## src/sbrt_pkg.sv

```systemverilog
package sbrt_pkg;

	localparam int SLOTS_DEFAULT = 4;
	localparam int QDEPTH = 2;
	localparam int QPW = $clog2(QDEPTH);
	localparam int QCW = $clog2(QDEPTH + 1);

	localparam logic [1:0] FUNC_OPEN  = 2'd0;
	localparam logic [1:0] FUNC_DATA  = 2'd1;
	localparam logic [1:0] FUNC_CLOSE = 2'd2;
	localparam logic [1:0] FUNC_CHECK = 2'd3;

	localparam logic [1:0] STAT_OK           = 2'd0;
	localparam logic [1:0] STAT_NOT_OPEN     = 2'd1;
	localparam logic [1:0] STAT_ALREADY_OPEN = 2'd2;
	localparam logic [1:0] STAT_FULL         = 2'd3;

	typedef struct packed {
		logic [1:0]  func;
		logic [63:0] block_id;
		logic [31:0] packet_id;
		logic [15:0] data_length;
		logic        evict_en;
		logic [63:0] evict_limit;
	} req_t;

	typedef struct packed {
		logic [1:0]  status;
		logic [2:0]  slot;
		logic        in_sequence;
		logic [31:0] write_offset;
		logic        resend_valid;
		logic [31:0] resend_first;
		logic [31:0] resend_last;
		logic [15:0] resend_channel;
		logic        frame_ready;
	} res_t;

endpackage

```

## src/sbrt_front.sv

```systemverilog
module sbrt_front #(
	parameter int SLOTS = sbrt_pkg::SLOTS_DEFAULT
) (
	input  logic                clk,
	input  logic                arst_n,
	input  logic                in_valid,
	output logic                in_stall,
	input  logic [1:0]          func,
	input  logic [63:0]         block_id,
	input  logic [31:0]         packet_id,
	input  logic [15:0]         data_length,
	input  logic                q_full,
	output logic                q_push,
	output sbrt_pkg::req_t      q_req
);

	localparam logic [63:0] SPAN = 64'(SLOTS - 1);

	logic           valid_s1;
	sbrt_pkg::req_t req_s1;
	logic           accept;

	assign q_push   = valid_s1 && !q_full;
	assign in_stall = valid_s1 && q_full;
	assign accept   = in_valid && !in_stall;
	assign q_req    = req_s1;

	always_ff @(posedge clk or negedge arst_n) begin
		if (!arst_n) begin
			valid_s1 <= 1'b0;
		end else if (accept) begin
			valid_s1 <= 1'b1;
		end else if (q_push) begin
			valid_s1 <= 1'b0;
		end
	end

	// classify: eviction window for opens
	always_ff @(posedge clk) begin
		if (accept) begin
			req_s1.func        <= func;
			req_s1.block_id    <= block_id;
			req_s1.packet_id   <= packet_id;
			req_s1.data_length <= data_length;
			req_s1.evict_en    <= (func == sbrt_pkg::FUNC_OPEN) && (block_id >= SPAN);
			req_s1.evict_limit <= block_id - SPAN;
		end
	end

endmodule

```

## src/sbrt_fifo.sv

```systemverilog
module sbrt_fifo (
	input  logic           clk,
	input  logic           arst_n,
	input  logic           push,
	input  sbrt_pkg::req_t push_req,
	input  logic           pop,
	output sbrt_pkg::req_t head,
	output logic           nonempty,
	output logic           full
);

	sbrt_pkg::req_t                mem_q [sbrt_pkg::QDEPTH];
	logic [sbrt_pkg::QPW-1:0]      wr_ptr_q;
	logic [sbrt_pkg::QPW-1:0]      rd_ptr_q;
	logic [sbrt_pkg::QCW-1:0]      count_q;

	assign nonempty = count_q != '0;
	assign full     = count_q == sbrt_pkg::QCW'(sbrt_pkg::QDEPTH);
	assign head     = mem_q[rd_ptr_q];

	always_ff @(posedge clk or negedge arst_n) begin
		if (!arst_n) begin
			wr_ptr_q <= '0;
			rd_ptr_q <= '0;
			count_q  <= '0;
		end else begin
			if (push) begin
				wr_ptr_q <= (wr_ptr_q == sbrt_pkg::QPW'(sbrt_pkg::QDEPTH - 1)) ? '0
					: wr_ptr_q + 1'b1;
			end
			if (pop) begin
				rd_ptr_q <= (rd_ptr_q == sbrt_pkg::QPW'(sbrt_pkg::QDEPTH - 1)) ? '0
					: rd_ptr_q + 1'b1;
			end
			if (push && !pop) begin
				count_q <= count_q + 1'b1;
			end else if (pop && !push) begin
				count_q <= count_q - 1'b1;
			end
		end
	end

	always_ff @(posedge clk) begin
		if (push) begin
			mem_q[wr_ptr_q] <= push_req;
		end
	end

`ifndef SYNTH
	assert property (@(posedge clk) disable iff (!arst_n) !(push && full))
		else $error("push into full queue");
	assert property (@(posedge clk) disable iff (!arst_n) !(pop && !nonempty))
		else $error("pop from empty queue");
	assert property (@(posedge clk) disable iff (!arst_n)
		(push && !pop) |=> (count_q == $past(count_q) + 1'b1))
		else $error("queue count lost a push");
`endif

endmodule

```

## src/sbrt_back.sv

```systemverilog
module sbrt_back #(
	parameter int SLOTS = sbrt_pkg::SLOTS_DEFAULT
) (
	input  logic           clk,
	input  logic           arst_n,
	input  logic           cfg_we,
	input  logic [15:0]    cfg_wdata,
	input  sbrt_pkg::req_t head,
	input  logic           nonempty,
	output logic           pop,
	output logic           out_valid,
	input  logic           out_stall,
	output sbrt_pkg::res_t res
);

	localparam int SW = $clog2(SLOTS);

	localparam logic [2:0] ST_IDLE  = 3'd0;
	localparam logic [2:0] ST_EVICT = 3'd1;
	localparam logic [2:0] ST_LOOK  = 3'd2;
	localparam logic [2:0] ST_READ  = 3'd3;
	localparam logic [2:0] ST_EXEC  = 3'd4;

	logic [2:0]        state_q;
	logic [2:0]        state_d;
	sbrt_pkg::req_t    cur_q;
	logic [15:0]       channel_q;

	logic [SLOTS-1:0]  vld_q;
	logic [63:0]       blk_q  [SLOTS];
	logic [31:0]       last_q [SLOTS];
	logic [31:0]       off_q  [SLOTS];

	logic              hit_q;
	logic              full_q;
	logic [SW-1:0]     idx_q;
	logic [31:0]       rd_last_q;
	logic [31:0]       rd_off_q;

	logic              out_valid_q;
	sbrt_pkg::res_t    res_q;
	sbrt_pkg::res_t    res_d;

	logic [SLOTS-1:0]  match;
	logic              hit_d;
	logic [SW-1:0]     match_idx;
	logic [SW-1:0]     free_idx;
	logic              out_free;
	logic              exec_go;
	logic              wr_open;
	logic              wr_last;
	logic              wr_off;
	logic              older;
	logic [31:0]       nxt;

	assign out_valid = out_valid_q;
	assign res       = res_q;
	assign out_free  = !out_valid_q || !out_stall;
	assign exec_go   = (state_q == ST_EXEC) && out_free;
	assign pop       = nonempty && ((state_q == ST_IDLE) || exec_go);

	always_comb begin
		match     = '0;
		hit_d     = 1'b0;
		match_idx = '0;
		free_idx  = '0;
		for (int i = SLOTS - 1; i >= 0; i--) begin
			match[i] = vld_q[i] && (blk_q[i] == cur_q.block_id);
			if (match[i]) begin
				hit_d     = 1'b1;
				match_idx = SW'(i);
			end
			if (!vld_q[i]) begin
				free_idx = SW'(i);
			end
		end
	end

	always_comb begin
		res_d   = '0;
		wr_open = 1'b0;
		wr_last = 1'b0;
		wr_off  = 1'b0;
		older   = rd_last_q > cur_q.packet_id;
		nxt     = rd_last_q + 32'd1;
		if (cur_q.func == sbrt_pkg::FUNC_OPEN) begin
			if (hit_q) begin
				res_d.status = sbrt_pkg::STAT_ALREADY_OPEN;
				res_d.slot   = 3'(idx_q);
			end else if (full_q) begin
				res_d.status = sbrt_pkg::STAT_FULL;
			end else begin
				res_d.slot = 3'(idx_q);
				wr_open    = 1'b1;
			end
		end else if (!hit_q) begin
			res_d.status = sbrt_pkg::STAT_NOT_OPEN;
		end else begin
			res_d.slot = 3'(idx_q);
			if (cur_q.func == sbrt_pkg::FUNC_CLOSE) begin
				res_d.frame_ready = 1'b1;
			end else begin
				if (older || (cur_q.packet_id == nxt)) begin
					res_d.in_sequence = 1'b1;
				end else begin
					res_d.resend_valid   = 1'b1;
					res_d.resend_first   = nxt;
					res_d.resend_last    = cur_q.packet_id - 32'd1;
					res_d.resend_channel = channel_q;
				end
				wr_last = !older;
				if (cur_q.func == sbrt_pkg::FUNC_DATA) begin
					res_d.write_offset = rd_off_q;
					wr_off             = 1'b1;
				end
			end
		end
	end

	always_comb begin
		state_d = state_q;
		unique case (state_q)
			ST_IDLE, ST_EXEC: begin
				if (pop) begin
					state_d = (head.func == sbrt_pkg::FUNC_OPEN) ? ST_EVICT : ST_LOOK;
				end else if (exec_go) begin
					state_d = ST_IDLE;
				end
			end
			ST_EVICT: state_d = ST_LOOK;
			ST_LOOK:  state_d = ST_READ;
			ST_READ:  state_d = ST_EXEC;
			default:  state_d = ST_IDLE;
		endcase
	end

	always_ff @(posedge clk or negedge arst_n) begin
		if (!arst_n) begin
			state_q     <= ST_IDLE;
			channel_q   <= '0;
			vld_q       <= '0;
			out_valid_q <= 1'b0;
		end else begin
			state_q <= state_d;
			if (cfg_we) begin
				channel_q <= cfg_wdata;
			end
			if (state_q == ST_EVICT && cur_q.evict_en) begin
				for (int i = 0; i < SLOTS; i++) begin
					if (vld_q[i] && (blk_q[i] <= cur_q.evict_limit)) begin
						vld_q[i] <= 1'b0;
					end
				end
			end
			if (exec_go && wr_open) begin
				vld_q[idx_q] <= 1'b1;
			end
			if (exec_go) begin
				out_valid_q <= 1'b1;
			end else if (!out_stall) begin
				out_valid_q <= 1'b0;
			end
		end
	end

	always_ff @(posedge clk) begin
		if (pop) begin
			cur_q <= head;
		end
		if (state_q == ST_LOOK) begin
			hit_q  <= hit_d;
			full_q <= &vld_q;
			idx_q  <= hit_d ? match_idx : free_idx;
		end
		if (state_q == ST_READ) begin
			rd_last_q <= last_q[idx_q];
			rd_off_q  <= off_q[idx_q];
		end
		if (exec_go) begin
			res_q <= res_d;
			if (wr_open) begin
				blk_q[idx_q]  <= cur_q.block_id;
				last_q[idx_q] <= 32'd1;
				off_q[idx_q]  <= 32'd0;
			end
			if (wr_last) begin
				last_q[idx_q] <= cur_q.packet_id;
			end
			if (wr_off) begin
				off_q[idx_q] <= rd_off_q + 32'(cur_q.data_length);
			end
		end
	end

`ifndef SYNTH
	assert property (@(posedge clk) disable iff (!arst_n) exec_go |=> out_valid_q)
		else $error("executed request produced no result");
	assert property (@(posedge clk) disable iff (!arst_n)
		pop |-> (state_q == ST_IDLE || state_q == ST_EXEC))
		else $error("request taken while busy");
	assert property (@(posedge clk) disable iff (!arst_n)
		(state_q == ST_EXEC) |-> (!hit_q || vld_q[idx_q]))
		else $error("hit on a free slot");
	assert property (@(posedge clk) disable iff (!arst_n)
		(exec_go && wr_open) |=> vld_q[$past(idx_q)])
		else $error("opened slot not marked valid");
`endif

endmodule

```

## src/stream_block_reassembly_tracker.sv

```systemverilog
// Tracks up to SLOTS open image blocks and answers each request with one result.
// A request enters a one-stage front register, then a two-entry queue, and is
// carried out by a sequencer that owns the slot table: data, check and close
// requests pass through lookup, table read and execute, open requests through
// an eviction pass first. A new request leaves the queue only as the current
// one executes, and execution waits until the last result is taken. Slots are
// reported as 0 when none applies; the lowest matching slot wins on duplicates.
module stream_block_reassembly_tracker #(
	parameter int SLOTS = sbrt_pkg::SLOTS_DEFAULT
) (
	input  logic        clk,
	input  logic        arst_n,
	input  logic        cfg_we,
	input  logic [15:0] cfg_wdata,
	input  logic        in_valid,
	output logic        in_stall,
	input  logic [1:0]  func,
	input  logic [63:0] block_id,
	input  logic [31:0] packet_id,
	input  logic [15:0] data_length,
	output logic        out_valid,
	input  logic        out_stall,
	output logic [1:0]  status,
	output logic [2:0]  slot,
	output logic        in_sequence,
	output logic [31:0] write_offset,
	output logic        resend_valid,
	output logic [31:0] resend_first,
	output logic [31:0] resend_last,
	output logic [15:0] resend_channel,
	output logic        frame_ready
);

	logic           q_push;
	logic           q_full;
	logic           q_pop;
	logic           q_nonempty;
	sbrt_pkg::req_t q_req;
	sbrt_pkg::req_t q_head;
	sbrt_pkg::res_t res;

	sbrt_front #(.SLOTS(SLOTS)) u_front (
		.clk         (clk),
		.arst_n      (arst_n),
		.in_valid    (in_valid),
		.in_stall    (in_stall),
		.func        (func),
		.block_id    (block_id),
		.packet_id   (packet_id),
		.data_length (data_length),
		.q_full      (q_full),
		.q_push      (q_push),
		.q_req       (q_req)
	);

	sbrt_fifo u_fifo (
		.clk      (clk),
		.arst_n   (arst_n),
		.push     (q_push),
		.push_req (q_req),
		.pop      (q_pop),
		.head     (q_head),
		.nonempty (q_nonempty),
		.full     (q_full)
	);

	sbrt_back #(.SLOTS(SLOTS)) u_back (
		.clk       (clk),
		.arst_n    (arst_n),
		.cfg_we    (cfg_we),
		.cfg_wdata (cfg_wdata),
		.head      (q_head),
		.nonempty  (q_nonempty),
		.pop       (q_pop),
		.out_valid (out_valid),
		.out_stall (out_stall),
		.res       (res)
	);

	assign status         = res.status;
	assign slot           = res.slot;
	assign in_sequence    = res.in_sequence;
	assign write_offset   = res.write_offset;
	assign resend_valid   = res.resend_valid;
	assign resend_first   = res.resend_first;
	assign resend_last    = res.resend_last;
	assign resend_channel = res.resend_channel;
	assign frame_ready    = res.frame_ready;

endmodule

```

## config.mk

```make
export PLATFORM = sky130hd
export DESIGN_NAME = stream_block_reassembly_tracker
export DESIGN_NICKNAME = d
export VERILOG_FILES = /design/src/sbrt_pkg.sv /design/src/sbrt_front.sv /design/src/sbrt_fifo.sv /design/src/sbrt_back.sv /design/src/stream_block_reassembly_tracker.sv
export SDC_FILE = /design/constraint.sdc
export NUM_CORES = 2
export LEC_CHECK = 0
export BUFFER_PORTS_ARGS = -buffer_cell sky130_fd_sc_hd__buf_2
export CELL_PAD_IN_SITES_DETAIL_PLACEMENT = 2
export CELL_PAD_IN_SITES_GLOBAL_PLACEMENT = 2
export CORE_UTILIZATION = 50
export CTS_CLUSTER_SIZE = 25
export DETAILED_ROUTE_END_ITERATION = 7
export PLACE_DENSITY = 0.83
export SKIP_CTS_REPAIR_TIMING = 1
export SYNTH_ARGS = -nofsm -noshare
export SYNTH_HDL_FRONTEND = slang
export SYNTH_SLANG_ARGS = --single-unit
```

## constraint.sdc

```tcl
create_clock -name clk -period 18.2 [get_ports clk]
set_input_delay 0.91 -clock clk [delete_from_list [all_inputs] [get_ports clk]]
set_output_delay 0.91 -clock clk [all_outputs]
set_load 0.05 [all_outputs]
```

==> results.py <==
metrics = {
    "outcome": {
        "status": "finished with violations",
        "violations": "capacitance limit, slew limit",
    },
    "sta": {
        "max_freq_mhz": 195,
        "slew_viol_final": 1,
        "tightest_slew_ns": 1.50,
        "tns_ns": 0,
        "hold_violations": 0,
        "period_share_pct": 28.2,
        "slew_headroom_pct": -0.741,
        "setup_viol": 0,
        "rsz0062_at_grt": "false",
        "finClkSkew_ns": 0.0418,
        "postLayoutSetupSlackWorst_ns": 13.07,
        "post-route-min-period_ns": 5.13,
    },
    "place": {
        "gp_congestion": 0.965,
        "port_buffers": 255,
        "pre_cts_slack_ns": 13.36,
        "hpwl_um": 154000,
    },
    "floorplan": {
        "initial_core_util_pct": 50.4,
        "die-area_um2": 126000,
        "io_pins": 257,
        "core_area_um2": 124000,
        "die_y_um": 355,
        "chipWidth_um": 355,
        "rows": 129,
    },
    "global_route": {
        "grt_usage_pct": 38.9,
        "grt_max_degree": 86,
        "grt_pass1_vias": 43900,
        "overflow": 0,
        "grt_pass1_wl_um": 344000,
        "antenna_found_initial": 13,
    },
    "worst_setup_path": {
        "worstPathRequired_ns": 18.70,
        "crit_path_cell_trace": "ha_1 -> and4_1 -> nand4_1 -> o21ai_0 -> nor4b_1 -> o2111ai_1 -> nor4_1 -> and4_2 -> buf_4 -> nor4b_1",
        "arrival_ns": 5.64,
        "cp_num_buf_inv": 1,
        "slowest_stage": "buf_4",
        "crit_family": "simple AND/OR/NAND/NOR gates",
        "critPathKind": "register to register",
        "crit_path_end_kind": "register",
        "crit_top_cell": "nor4b_1",
        "crit_fanout": 82,
        "critPathLaunchType": "register",
        "slowest_delay_ns": 0.72,
    },
    "cts": {
        "clk_latency_ns": 0.84,
        "clk_path_buf_depth": 3,
        "root_buffer": "clkbuf_16",
        "clk_pin_slew_ns": 0.08,
        "cts_tree": "done",
        "cts_max_level": 4,
        "cts_sinks": 1444,
        "cts_buffers": 153,
    },
    "layout": {
        "multi_input_area_um2": 18200,
        "post_route_cells_drive_above_1_share_pct": 19.3,
        "final-seq-area_um2": 43200,
        "area_growth_pct": 13.9,
        "fin_nets": 4667,
        "n_fill_cell": 10600,
    },
    "routing": {
        "first_pass_iters": 8,
        "vias": 40300,
        "drc": 0,
        "vias_per_cell": 6.73,
        "drt_iter0_markers": 4907,
        "antenna_left": 0,
        "drt-total-wl_um": 245000,
        "wl_per_cell_um": 40.9,
    },
    "yosys": {
        "synth_area_um2": 62300,
        "ys_ff_latch": 1444,
        "synth_warnings": 0,
        "synth_cells": 3871,
        "synth_area_leaders": "edfxtp_1 68%, ha_1 6.2%, mux2_2 3.5%",
        "syn_nets": 4315,
        "avgSynthCellArea_um2": 16.1,
        "ys_seq_area_share_pct": 69.4,
        "async_flop_share_pct": 2.01,
        "synth-edff-count": 1415,
        "yosys.cell_types.count": 86,
        "synth_area_leader_cell": "edfxtp_1",
        "synth_top_area_share_pct": 68.2,
        "ys.flop_type": "edfxtp_1",
    },
    "power": {
        "peakVddDrop_v": 0.000127,
        "power_density_nw_per_um2": 171,
        "leakagePower_nw": 25.7,
        "power.total_mw": 12.1,
    },
    "flow_run": {
        "maxCapViolations": 1,
    },
    "min_path": {
        "min_path_type": "primary input to register",
    },
}
-- where the power goes --
group	switching [mW]	internal, mW
Clock	1.47	1.93
Sequential	0.696	4.59
Combinational	2.38	1.05
-- path summary, 6_finish.rpt --
check | start | slack (ns) | cells after the start | to
min reg2reg | u_front.q_req[159] | 0.44 | 0 | u_fifo.mem_q[1][159]
min | packet_id[2] | 0.25 | 1 | u_front.q_req[83]
max | u_back.rd_last_q[1] | 13.07 | 10 | u_back.res[8]
max reg2reg | u_back.rd_last_q[1] | 13.07 | 10 | u_back.res[8]
min in group asynchronous | arst_n | 0.30 | 1 | u_back.channel_q[6]
max in group asynchronous | arst_n | 17.09 | 1 | u_fifo.rd_ptr_q
-- metal layers --
metal,part of all wire (%),track usage [%]
met4,8.1,26.6
met1,34,43.0
met5,0.046,0
met3,7.9,8.87
met2,50,67.0
-- cell type report --
cell class | count | area share, %
clock inverter | 89 | 1.37
antenna | 4 | 0.0141
tap | 1637 | 2.89
inverter | 171 | 0.919
timing repair buffer | 304 | 2.32
sequential | 1444 | 60.9
multi-input combinational | 2149 | 25.6
clock buffer | 195 | 5.97
-- cell usage after synthesis (5+ instances only) --
library cell,number
and2_1,39
a221oi_1,13
clkbuf_1,80
nor2b_1,24
or4_1,12
nand2_1,93
inv_1,169
nor3_1,65
xor2_1,169
o2bb2ai_1,12
nand4_1,114
and4_1,12
o22ai_1,21
mux2_2,196
a21o_1,93
o2111ai_1,6
mux4_2,64
o21ai_0,66
a2111oi_0,13
a31oi_1,6
a21oi_1,100
or2_2,8
edfxtp_1,1415
o221ai_1,7
xnor2_1,171
nand3_1,42
dfrtp_1,29
o41ai_1,5
buf_2,14
nor2_1,155
nand2b_1,18
o31ai_1,6
buf_1,9
o21bai_1,6
and3_1,17
nor4_1,126
or3_1,19
ha_1,308
a22o_1,10
nor4b_1,23
o211ai_1,9
o21a_1,12
a211oi_1,26
-- state kept, by name, indices dropped and copies added (netlist names), 2 cells and up --
register	cells
u_back.blk_q	256
u_back.res	119
u_fifo.count_q	2
u_back.vld_q	4
u_back.idx_q	2
u_back.state_q	3
u_front.q_req	179
u_back.cur_q	179
u_back.last_q	128
u_back.rd_last_q	32
u_back.rd_off_q	32
u_fifo.mem_q	358
u_back.channel_q	16
u_back.off_q	128
-- layout by cell type (no fill, tap or decap), types with 38 or more instances in the layout --
| master | n |
|---|---|
| a21o_1 | 93 |
| a21oi_1 | 94 |
| and2_1 | 38 |
| buf_2 | 255 |
| buf_4 | 48 |
| clkbuf_16 | 162 |
| edfxtp_1 | 1415 |
| ha_1 | 308 |
| inv_1 | 167 |
| mux2_2 | 196 |
| mux4_2 | 64 |
| nand2_1 | 92 |
| nand3_1 | 42 |
| nand4_1 | 114 |
| nor2_1 | 150 |
| nor3_1 | 64 |
| nor4_1 | 126 |
| o21ai_0 | 66 |
| xnor2_1 | 171 |
| xor2_1 | 169 |
-- stage by stage --
stage          hold slack, ns  utilization, %  instance area (µm²)  std cells
6_report                0.251            57.4                71000       5993
5_1_grt                 0.254            57.4                71000       5990
4_1_cts                 0.228            57.4                70900       5988
3_5_place_dp            0.433            53.2                65700       5704
3_3_place_gp            0.422            53.2                65700       5704
2_1_floorplan           0.421               -                62300       3871
-- cells by family (layout without fill, tap and decap cells) --
| logic type | count (synthesis) | after routing | synth area share [%] |
|---|---|---|---|
| muxes | 264 | 264 | 5.92 |
| and+or+nand+nor | 794 | 794 | 7.09 |
| xor gates and xnor gates | 343 | 343 | 4.89 |
| buffers and inverters | 278 | 759 | 1.72 |
| DFF | 1444 | 1444 | 69.4 |
| adders and majority gates | 309 | 309 | 6.22 |
| other | 1 | 5 | 0.00602 |
| AOI/OAI and AO/OA | 438 | 438 | 4.77 |
No activity file was read; power rests on OpenSTA's default activity.
